===== src/assert_macros.svh =====
`ifndef ASSERT_MACROS_SVH
`define ASSERT_MACROS_SVH

// assertion helpers, all clocked on clk and quiet while arst_n is low

// condition holds at every edge
`define ASSERT_ALWAYS(lbl, cond, msg) \
	lbl: assert property (@(posedge clk) disable iff (!arst_n) (cond)) else $error(msg);

// consequent holds in the same cycle as the antecedent
`define ASSERT_IMPLIES(lbl, pre, post, msg) \
	lbl: assert property (@(posedge clk) disable iff (!arst_n) (pre) |-> (post)) else $error(msg);

// consequent holds in the cycle after the antecedent
`define ASSERT_NEXT(lbl, pre, post, msg) \
	lbl: assert property (@(posedge clk) disable iff (!arst_n) (pre) |=> (post)) else $error(msg);

`endif


===== src/bcpg_pkg.sv =====
`default_nettype none

package bcpg_pkg;

	// field widths
	localparam int SEG_W     = 6;
	localparam int COORD_W   = 16;
	localparam int CFG_IDX_W = 3;
	localparam int MAX_PTS   = 4;
	localparam int U_W       = 17;

	// 1.0 in unsigned Q1.16
	localparam logic [U_W-1:0] UNIT_U = 17'h10000;
	// quotient bits of 2^16 / segments
	localparam logic [4:0] DIV_STEPS = 5'd17;

	typedef struct packed {
		logic signed [COORD_W-1:0] x;
		logic signed [COORD_W-1:0] y;
	} point_t;

	// microprogram steps
	typedef enum logic [3:0] {
		ST_IDLE,
		ST_DIV,
		ST_PT_INIT,
		ST_TERM_INIT,
		ST_POW,
		ST_WEIGHT,
		ST_MAC_X,
		ST_MAC_Y,
		ST_OUT_WAIT,
		ST_EMIT,
		ST_DONE
	} step_t;

	// datapath operations
	typedef enum logic [3:0] {
		OP_NONE,
		OP_LOAD,
		OP_DIV,
		OP_PT_INIT,
		OP_TERM_INIT,
		OP_POW,
		OP_WEIGHT,
		OP_MAC_X,
		OP_MAC_Y,
		OP_EMIT
	} dp_op_t;

	// jump conditions
	typedef enum logic [2:0] {
		CD_NEXT,
		CD_ALWAYS,
		CD_NO_REQ,
		CD_DIV_MORE,
		CD_POW_MORE,
		CD_TERM_MORE,
		CD_OUT_BUSY,
		CD_MORE_PTS
	} cond_t;

	typedef struct packed {
		dp_op_t op;
		cond_t  cond;
		step_t  target;
	} ctrl_word_t;

	typedef struct packed {
		logic div_more;
		logic pow_more;
		logic term_more;
		logic out_busy;
		logic last_pt;
	} dp_status_t;

	// microcode rom
	function automatic ctrl_word_t ctrl_rom(input step_t s);
		ctrl_word_t w;
		case (s)
			ST_IDLE:      w = '{op: OP_LOAD,      cond: CD_NO_REQ,    target: ST_IDLE};
			ST_DIV:       w = '{op: OP_DIV,       cond: CD_DIV_MORE,  target: ST_DIV};
			ST_PT_INIT:   w = '{op: OP_PT_INIT,   cond: CD_NEXT,      target: ST_IDLE};
			ST_TERM_INIT: w = '{op: OP_TERM_INIT, cond: CD_NEXT,      target: ST_IDLE};
			ST_POW:       w = '{op: OP_POW,       cond: CD_POW_MORE,  target: ST_POW};
			ST_WEIGHT:    w = '{op: OP_WEIGHT,    cond: CD_NEXT,      target: ST_IDLE};
			ST_MAC_X:     w = '{op: OP_MAC_X,     cond: CD_NEXT,      target: ST_IDLE};
			ST_MAC_Y:     w = '{op: OP_MAC_Y,     cond: CD_TERM_MORE, target: ST_TERM_INIT};
			ST_OUT_WAIT:  w = '{op: OP_NONE,      cond: CD_OUT_BUSY,  target: ST_OUT_WAIT};
			ST_EMIT:      w = '{op: OP_EMIT,      cond: CD_MORE_PTS,  target: ST_PT_INIT};
			ST_DONE:      w = '{op: OP_NONE,      cond: CD_ALWAYS,    target: ST_IDLE};
			default:      w = '{op: OP_NONE,      cond: CD_ALWAYS,    target: ST_IDLE};
		endcase
		return w;
	endfunction

	// binomial coefficient C(n,i) for n up to 3
	function automatic logic [1:0] binom(input logic [1:0] n, input logic [1:0] i);
		logic [1:0] b;
		b = 2'd1;
		if (n == 2'd3 && (i == 2'd1 || i == 2'd2))
			b = 2'd3;
		else if (n == 2'd2 && i == 2'd1)
			b = 2'd2;
		return b;
	endfunction

	// control point register reset values
	function automatic point_t pt_reset(input logic [1:0] idx);
		point_t p;
		case (idx)
			2'd0:    p = '{x: 16'sd1280, y: 16'sd6400};
			2'd1:    p = '{x: 16'sd1920, y: 16'sd7040};
			2'd2:    p = '{x: 16'sd3200, y: 16'sd5760};
			2'd3:    p = '{x: 16'sd3840, y: 16'sd6400};
			default: p = '{x: 16'sd0, y: 16'sd0};
		endcase
		return p;
	endfunction

endpackage

`default_nettype wire


===== src/bcpg_if.sv =====
`default_nettype none

// curve request channel
interface bcpg_req_if;
	import bcpg_pkg::*;
	logic             valid;
	logic             ready;
	logic [SEG_W-1:0] segments;
	modport source(output valid, output segments, input ready);
	modport sink(input valid, input segments, output ready);
endinterface

// curve point channel
interface bcpg_pt_if;
	import bcpg_pkg::*;
	logic                      valid;
	logic                      ready;
	logic [SEG_W-1:0]          step_index;
	logic signed [COORD_W-1:0] x_coord;
	logic signed [COORD_W-1:0] y_coord;
	logic                      last;
	modport source(output valid, output step_index, output x_coord, output y_coord,
		output last, input ready);
	modport sink(input valid, input step_index, input x_coord, input y_coord,
		input last, output ready);
endinterface

`default_nettype wire


===== src/bcpg_seq.sv =====
`default_nettype none

module bcpg_seq (
	input  wire                     clk,
	input  wire                     arst_n,
	input  wire                     req_valid,
	output logic                    req_ready,
	input  wire bcpg_pkg::dp_status_t stat,
	output bcpg_pkg::dp_op_t        op
);
	import bcpg_pkg::*;

	step_t      upc_q;
	step_t      upc_d;
	ctrl_word_t cw;
	logic       jump;

	// control word of the current step
	always_comb begin
		cw        = ctrl_rom(upc_q);
		op        = cw.op;
		req_ready = (cw.op == OP_LOAD);
	end

	// next step: jump target or fall through
	always_comb begin
		case (cw.cond)
			CD_NEXT:      jump = 1'b0;
			CD_ALWAYS:    jump = 1'b1;
			CD_NO_REQ:    jump = !req_valid;
			CD_DIV_MORE:  jump = stat.div_more;
			CD_POW_MORE:  jump = stat.pow_more;
			CD_TERM_MORE: jump = stat.term_more;
			CD_OUT_BUSY:  jump = stat.out_busy;
			CD_MORE_PTS:  jump = !stat.last_pt;
			default:      jump = 1'b1;
		endcase
		if (jump)
			upc_d = cw.target;
		else
			upc_d = step_t'(4'(upc_q) + 4'd1);
	end

	// step counter
	always_ff @(posedge clk or negedge arst_n) begin
		if (!arst_n)
			upc_q <= ST_IDLE;
		else
			upc_q <= upc_d;
	end

endmodule

`default_nettype wire


===== src/bcpg_dp.sv =====
`default_nettype none

module bcpg_dp #(
	parameter int NUM_POINTS = 4
) (
	input  wire                                         clk,
	input  wire                                         arst_n,
	input  wire bcpg_pkg::dp_op_t                       op,
	input  wire                                         req_fire,
	input  wire [bcpg_pkg::SEG_W-1:0]                   req_segments,
	input  wire bcpg_pkg::point_t [bcpg_pkg::MAX_PTS-1:0] pts,
	output bcpg_pkg::dp_status_t                        stat,
	bcpg_pt_if.source                                   pt
);
	import bcpg_pkg::*;

	localparam int ORDER = NUM_POINTS - 1;
	localparam int IW    = (NUM_POINTS > 2) ? 2 : 1;

	`include "assert_macros.svh"

	// request and parameter state
	logic [SEG_W-1:0]   seg_q;
	logic [SEG_W-1:0]   k_q;
	logic [U_W-1:0]     u_q;
	logic [SEG_W-1:0]   frac_q;
	logic [U_W-1:0]     q0_q;
	logic [SEG_W-1:0]   dv_rem_q;
	logic [4:0]         div_cnt_q;
	// per point work registers
	logic [IW-1:0]      i_q;
	logic [1:0]         j_q;
	logic [48:0]        pw_q;
	logic [32:0]        wt_q;
	logic signed [COORD_W-1:0] pc_x_q;
	logic signed [COORD_W-1:0] pc_y_q;
	logic signed [49:0] acc_x_q;
	logic signed [49:0] acc_y_q;
	// output register
	logic               valid_q;
	logic [SEG_W-1:0]   step_q;
	logic signed [COORD_W-1:0] x_q;
	logic signed [COORD_W-1:0] y_q;
	logic               last_q;

	logic [1:0]         i_ext;
	logic [U_W-1:0]     v;
	logic [U_W-1:0]     fac;
	logic [49:0]        pow_prod;
	logic [1:0]         bc;
	logic [49:0]        bw;
	logic [32:0]        wt_d;
	logic signed [33:0] wt_s;
	logic signed [49:0] mac_x;
	logic signed [49:0] mac_y;
	logic [6:0]         trial;
	logic               div_ge;
	logic               div_qbit;
	logic [SEG_W-1:0]   div_rem_d;
	logic [6:0]         fsum;
	logic               carry;
	logic [SEG_W-1:0]   frac_next;
	logic [U_W-1:0]     u_next;
	logic               last_pt;

	function automatic logic signed [COORD_W-1:0] sat_coord(input logic signed [17:0] a);
		logic signed [COORD_W-1:0] r;
		if (a > 18'sd32767)
			r = 16'sh7fff;
		else if (a < -18'sd32768)
			r = -16'sh8000;
		else
			r = a[15:0];
		return r;
	endfunction

	// restoring division of 2^16 by the segment count, one bit a step
	always_comb begin
		div_qbit  = 1'b0;
		trial     = {dv_rem_q, (div_cnt_q == DIV_STEPS)};
		div_ge    = trial >= {1'b0, seg_q};
		div_rem_d = trial[5:0];
		if (div_ge) begin
			div_qbit  = 1'b1;
			div_rem_d = 6'(trial - {1'b0, seg_q});
		end
	end

	// next parameter u: add quotient, carry the remainder
	always_comb begin
		fsum      = {1'b0, frac_q} + {1'b0, dv_rem_q};
		carry     = fsum >= {1'b0, seg_q};
		frac_next = carry ? 6'(fsum - {1'b0, seg_q}) : fsum[5:0];
		u_next    = u_q + q0_q + {16'b0, carry};
	end

	// power chain and bernstein weight
	always_comb begin
		i_ext    = 2'(i_q);
		v        = UNIT_U - u_q;
		fac      = (j_q < i_ext) ? u_q : v;
		pow_prod = pw_q[32:0] * fac;
		bc       = binom(2'(ORDER), i_ext);
		bw       = (bc[0] ? {1'b0, pw_q} : 50'd0) + (bc[1] ? {pw_q, 1'b0} : 50'd0);
		if (ORDER == 3)
			wt_d = bw[48:16];
		else if (ORDER == 2)
			wt_d = bw[32:0];
		else
			wt_d = {bw[16:0], 16'b0};
	end

	// weight times control point
	always_comb begin
		wt_s  = {1'b0, wt_q};
		mac_x = wt_s * pc_x_q;
		mac_y = wt_s * pc_y_q;
	end

	assign last_pt = (k_q == seg_q);

	// status to the sequencer
	always_comb begin
		stat.div_more  = (div_cnt_q != 5'd1);
		stat.pow_more  = (j_q != 2'(ORDER - 1));
		stat.term_more = (i_q != IW'(NUM_POINTS - 1));
		stat.out_busy  = valid_q && !pt.ready;
		stat.last_pt   = last_pt;
	end

	// datapath registers
	always_ff @(posedge clk) begin
		case (op)
			OP_LOAD: begin
				if (req_fire) begin
					seg_q     <= req_segments;
					k_q       <= '0;
					u_q       <= '0;
					frac_q    <= '0;
					q0_q      <= '0;
					dv_rem_q  <= '0;
					div_cnt_q <= DIV_STEPS;
				end
			end
			OP_DIV: begin
				dv_rem_q  <= div_rem_d;
				q0_q      <= {q0_q[U_W-2:0], div_qbit};
				div_cnt_q <= div_cnt_q - 5'd1;
			end
			OP_PT_INIT: begin
				acc_x_q <= '0;
				acc_y_q <= '0;
				i_q     <= '0;
			end
			OP_TERM_INIT: begin
				pw_q <= 49'd1;
				j_q  <= '0;
			end
			OP_POW: begin
				pw_q <= pow_prod[48:0];
				j_q  <= j_q + 2'd1;
			end
			OP_WEIGHT: begin
				wt_q   <= wt_d;
				pc_x_q <= pts[i_ext].x;
				pc_y_q <= pts[i_ext].y;
			end
			OP_MAC_X: acc_x_q <= acc_x_q + mac_x;
			OP_MAC_Y: begin
				acc_y_q <= acc_y_q + mac_y;
				i_q     <= i_q + IW'(1);
			end
			OP_EMIT: begin
				k_q    <= k_q + 6'd1;
				u_q    <= u_next;
				frac_q <= frac_next;
				step_q <= k_q;
				x_q    <= sat_coord(acc_x_q[49:32]);
				y_q    <= sat_coord(acc_y_q[49:32]);
				last_q <= last_pt;
			end
			default: ;
		endcase
	end

	// output valid
	always_ff @(posedge clk or negedge arst_n) begin
		if (!arst_n)
			valid_q <= 1'b0;
		else if (op == OP_EMIT)
			valid_q <= 1'b1;
		else if (pt.ready)
			valid_q <= 1'b0;
	end

	assign pt.valid      = valid_q;
	assign pt.step_index = step_q;
	assign pt.x_coord    = x_q;
	assign pt.y_coord    = y_q;
	assign pt.last       = last_q;

	// checks
	`ASSERT_IMPLIES(a_emit_into_free_reg, op == OP_EMIT, !(valid_q && !pt.ready), "point overwrites a waiting transaction")
	`ASSERT_IMPLIES(a_end_param_is_one, (op == OP_PT_INIT) && last_pt && (seg_q != '0), u_q == UNIT_U, "u of the final point is not 1.0")
	`ASSERT_IMPLIES(a_frac_below_seg, (op == OP_EMIT) && (seg_q != '0), frac_q < seg_q, "u remainder out of range")

endmodule

`default_nettype wire


===== src/bezier_curve_point_generator_top.sv =====
`default_nettype none

// channel   dir  handshake      payload
// req       in   valid/ready    segments[5:0]
// pt        out  valid/ready    step_index[5:0] x_coord[15:0] y_coord[15:0] last
// cfg       in   cfg_we         cfg_idx[2:0] cfg_wdata[15:0]
//
// a request runs the idle step, 17 bit-serial divider steps and done step,
// then per point the single shared power multiplier and the x and y macs,
// all stepped by the microprogram.
// one request is taken at a time; req.ready is high only in the idle step.
// a stalled pt.ready holds the sequencer before it writes the next point.
// arst_n clears the step counter and output valid and loads the control point reset values.

module bezier_curve_point_generator_top #(
	parameter int NUM_POINTS = 4
) (
	input  wire                                clk,
	input  wire                                arst_n,
	input  wire                                cfg_we,
	input  wire [bcpg_pkg::CFG_IDX_W-1:0]      cfg_idx,
	input  wire [bcpg_pkg::COORD_W-1:0]        cfg_wdata,
	bcpg_req_if.sink                           req,
	bcpg_pt_if.source                          pt
);
	import bcpg_pkg::*;

	point_t [MAX_PTS-1:0] pts_q;
	dp_status_t           stat;
	dp_op_t               op;
	logic                 req_ready;

	// control point registers
	always_ff @(posedge clk or negedge arst_n) begin
		if (!arst_n) begin
			for (int p = 0; p < MAX_PTS; p++)
				pts_q[p] <= pt_reset(2'(p));
		end else if (cfg_we) begin
			if (cfg_idx[0])
				pts_q[cfg_idx[2:1]].y <= cfg_wdata;
			else
				pts_q[cfg_idx[2:1]].x <= cfg_wdata;
		end
	end

	assign req.ready = req_ready;

	// microprogram sequencer
	bcpg_seq u_seq (
		.clk       (clk),
		.arst_n    (arst_n),
		.req_valid (req.valid),
		.req_ready (req_ready),
		.stat      (stat),
		.op        (op)
	);

	// arithmetic datapath
	bcpg_dp #(
		.NUM_POINTS (NUM_POINTS)
	) u_dp (
		.clk          (clk),
		.arst_n       (arst_n),
		.op           (op),
		.req_fire     (req.valid && req_ready),
		.req_segments (req.segments),
		.pts          (pts_q),
		.stat         (stat),
		.pt           (pt)
	);

endmodule

`default_nettype wire

===== src/flat_wrapper.sv =====
// flat-port wrapper written by rule: the top's interface ports become plain ports
module bezier_curve_point_generator_top_flat import bcpg_pkg::*;
#(
	parameter int NUM_POINTS = 4
)
  (clk, arst_n, cfg_we, cfg_idx, cfg_wdata, req_valid, req_segments, req_ready, pt_valid, pt_step_index, pt_x_coord, pt_y_coord, pt_last, pt_ready);
  bcpg_req_if req_i ();
  bcpg_pt_if pt_i ();
  input  wire clk;
  input  wire arst_n;
  input  wire cfg_we;
  input  wire [bcpg_pkg::CFG_IDX_W-1:0] cfg_idx;
  input  wire [bcpg_pkg::COORD_W-1:0] cfg_wdata;
  input wire logic [$bits(req_i.valid)-1:0] req_valid;
  input wire logic [$bits(req_i.segments)-1:0] req_segments;
  output wire logic [$bits(req_i.ready)-1:0] req_ready;
  output wire logic [$bits(pt_i.valid)-1:0] pt_valid;
  output wire logic [$bits(pt_i.step_index)-1:0] pt_step_index;
  output wire logic [$bits(pt_i.x_coord)-1:0] pt_x_coord;
  output wire logic [$bits(pt_i.y_coord)-1:0] pt_y_coord;
  output wire logic [$bits(pt_i.last)-1:0] pt_last;
  input wire logic [$bits(pt_i.ready)-1:0] pt_ready;
  assign req_i.valid = req_valid;
  assign req_i.segments = req_segments;
  assign req_ready = req_i.ready;
  assign pt_valid = pt_i.valid;
  assign pt_step_index = pt_i.step_index;
  assign pt_x_coord = pt_i.x_coord;
  assign pt_y_coord = pt_i.y_coord;
  assign pt_last = pt_i.last;
  assign pt_i.ready = pt_ready;
  bezier_curve_point_generator_top #(.NUM_POINTS(NUM_POINTS)) u_core (.clk(clk), .arst_n(arst_n), .cfg_we(cfg_we), .cfg_idx(cfg_idx), .cfg_wdata(cfg_wdata), .req(req_i), .pt(pt_i));
endmodule

===== config.mk =====
export PLATFORM = sky130hd
export DESIGN_NAME = bezier_curve_point_generator_top_flat
export DESIGN_NICKNAME = d
export VERILOG_FILES = /design/src/bcpg_pkg.sv /design/src/bcpg_if.sv /design/src/bcpg_seq.sv /design/src/bcpg_dp.sv /design/src/bezier_curve_point_generator_top.sv /design/src/flat_wrapper.sv
export VERILOG_INCLUDE_DIRS = /design/src /design/src/src
export SDC_FILE = /design/constraint.sdc
export NUM_CORES = 2
export LEC_CHECK = 0
export ABC_AREA = 1
export ABC_CLOCK_PERIOD_IN_PS = 8100
export BUFFER_PORTS_ARGS = -buffer_cell sky130_fd_sc_hd__clkbuf_2
export CAP_MARGIN = 20
export CORE_MARGIN = 2
export CORE_UTILIZATION = 63
export DETAILED_ROUTE_END_ITERATION = 6
export PLACE_DENSITY_LB_ADDON = 0.05
export SLEW_MARGIN = 20
export SYNTH_ARGS = -nofsm -noshare
export SYNTH_HDL_FRONTEND = slang
export SYNTH_HIERARCHICAL = 1
export SYNTH_SLANG_ARGS = --single-unit

===== constraint.sdc =====
create_clock -name clk -period 8.1 [get_ports clk]
set_input_delay 1.62 -clock clk [delete_from_list [all_inputs] [get_ports clk]]
set_output_delay 1.62 -clock clk [all_outputs]
set_load 0.01 [all_outputs]

==> impl_metrics.toml <==
[run]
max-cap-violations = 0

[worst_setup_path]
cp-start-kind = "register"
required_ns = 8.54
path_max_fanout = 26
cp.arrival_ns = 8.02
slowest_delay_ns = 0.78
crit_type = "register to register"
cp_slowest_cell = "clkinv_1"
worstSetupEndpointType = "register"

[timing]
period_share_pct = 93.6
skew_ns = 0.0513
setup_ws_ns = 0.522
hold_violations = 0
rsz0062_at_grt = "no"
setup_viol = 0
fmax_ghz = 0.132
final-max-slew-violation-count = 0
period_minus_slack_ns = 7.58
worst_slew_pin_slew_ns = 1.27
tns_ns = 0
slew_headroom_pct = 15.4

[synthesis]
synth_area_leaders = "fa_1 (35%), nand2_1 (15%), inv_1 (13%)"
yosys.area.top_type = "fa_1"
synth.distinct_cells = 55
yosysWarnings = 6
synth_edf_count = 320
synth_cells = 10800
syn_area_um2 = 81700
ys_seq_area_share_pct = 15.9
synthArstFlopShare_pct = 29.4
synth_ff_type = "edfxtp_1"
ys_ff_latch = 453
synth_top_area_share_pct = 35.0
post_synth.cell_area_avg_um2 = 7.59
syn-num-nets = 12700

[finish]
layout_common_cells = "nand2_1 (3250), inv_1 (2757), fa_1 (1430)"
final_nets = 12600
area_delta_synth_final_pct = 5.17
final_common_cell = "nand2_1"
fin_util_pct = 66.5
drive_above_1_share_pct = 4.15
post-route-cell-area_um2 = 85900

[routing]
drt_pass1_iterations = 6
drc = 0
drt_iter0_markers = 5435
wirelength_um = 242000
vias_per_cell = 5.44
num_vias = 67600
wl_per_cell_um = 19.4
ant_nets = 0

[grt]
antenna_found_initial = 8
grt_overflow = 0
grt_pass1_wl_um = 387000
grt_max_degree = 72
grt_usage_pct = 37.8
grt_pass1_vias = 71000

[die]
rows = 132
start_util_pct = 63.2
core_um2 = 129000
fp.dieH_um = 364
io_pins = 71
die_area_um2 = 133000
die_w_um = 364

[clock_tree]
clk_latency_ns = 0.69
numCtsBuffers = 54
h-tree-depth = 2
clk_path_buf_depth = 3
clockRootBuffer = "clkbuf_16"
cts_setup_buffers = 0
cts_tree = "done"
clkTransAtPathRegs_ns = 0.07
cts.sinks = 453

[place]
dpl_worst_slack_ns = 0.447
portBuffers = 70
place.gp.congestion = 1.00
placed_area_um2 = 83800
dpl.hpwl_um = 197000

[status]
status = "complete, no violations"

[min_path]
hp-class = "register to register"
cell families (layout without fill, tap and decap cells):
group | Yosys count | in the layout | synth area share [%]
AND/OR/NAND/NOR | 4440 | 4440 | 21.2
buffers and inverters | 3196 | 3127 | 14.9
adder cells (fa/ha/maj) | 1945 | 1945 | 42.9
AO/OA/AOI/OAI | 678 | 678 | 4.53
flip-flops | 453 | 453 | 15.9
XOR/XNOR | 46 | 46 | 0.493
other | 0 | 3 | 0
layer usage:
| layer | vias up | wire length, µm | global-route usage [%] |
|---|---|---|---|
| met5 | - | 68 | 0 |
| met4 | 10 | 13500 | 18.0 |
| met3 | 645 | 20300 | 6.82 |
| met2 | 2789 | 116000 | 63.6 |
| met1 | 33100 | 91900 | 47.3 |
| li1 | 31000 | - | - |
worst max-delay path, delay by kind of cell (launching register included):
kind	cells	cell delay [ns]
fa+ha+maj	8	3.43
simple gates	14	2.09
buf+inv	7	1.38
flops	1	0.41
synth_stat cells, types with 5 or more instances:
master,n
inv_1,2758
buf_1,18
a21o_1,11
xor2_1,23
inv_2,11
nand2_1,3250
clkinv_1,9
or2_2,11
o211ai_1,8
clkbuf_2,15
nor3_1,23
buf_2,52
a21boi_0,6
nand3_1,279
edfxtp_1,320
fa_1,1430
buf_6,11
nor2_1,794
o21ai_0,200
buf_4,6
nand4_1,34
nand2_2,19
clkbuf_1,314
ha_1,515
nand3b_1,5
o21a_1,34
xnor2_1,23
o22ai_1,32
o21bai_1,23
dfstp_2,28
a21oi_1,344
dfrtp_1,105
nor2_2,5
layout make-up:
cell class / count / area (µm²)
sequential: 453 / 13000
timing repair buffer: 245 / 1780
clock inverter: 37 / 450
clock buffer: 65 / 1480
inverter: 2780 / 10400
tap: 1742 / 2180
multi-input combinational: 7109 / 56600
antenna: 3 / 7.51
fill: 11200 / 43300
metrics by stage:
| stage | hold slack (ns) | std cells |
|---|---|---|
| finish | 0.461 | 12400 |
| global route | 0.472 | 12400 |
| CTS | 0.463 | 12400 |
| detailed placement | 0.452 | 12300 |
| global placement | 0.448 | 12300 |
| floorplan | 0.437 | 10800 |
state kept, by name (all words and copies together), names as in the netlist, 17 cells and up:
signal	count
u_core/u_dp/pw_q	49
u_core/u_dp/wt_q	33
u_core/u_dp/q0_q	17
u_core/u_dp/acc_x_q	50
u_core/u_dp/u_q	17
u_core/u_dp/acc_y_q	50
u_core/pts_q	128
repair_timing:
item	4_1_cts	5_1_grt
resized for setup	0	1
endpoints found under the hold margin	0	0
hold buffers	0	0
endpoints found under the setup margin	0	6
final timing paths:
| path | start | endpoint | slack [ns] | cells after the start |
|---|---|---|---|---|
| max | u_core/u_dp/j_q[1]$_SDFFCE_PN0P_ | u_core/u_dp/pw_q[40]$_SDFFCE_PN0P_ | 0.52 | 29 |
| min | u_core/pts_q[24]$_DFFE_PN1P_ | u_core/pts_q[24]$_DFFE_PN1P_ | 0.46 | 2 |
| max reg2reg | u_core/u_dp/j_q[1]$_SDFFCE_PN0P_ | u_core/u_dp/pw_q[40]$_SDFFCE_PN0P_ | 0.52 | 29 |
| min reg2reg | u_core/pts_q[24]$_DFFE_PN1P_ | u_core/pts_q[24]$_DFFE_PN1P_ | 0.46 | 2 |
| max in group asynchronous | arst_n | u_core/pts_q[2]$_DFFE_PN0P_ | 5.81 | 2 |
| min in group asynchronous | arst_n | u_core/pts_q[23]$_DFFE_PN0P_ | 0.92 | 1 |
Power is not shown: default switching activity piles up to over one toggle a cycle in this logic, so the estimate is an artifact.
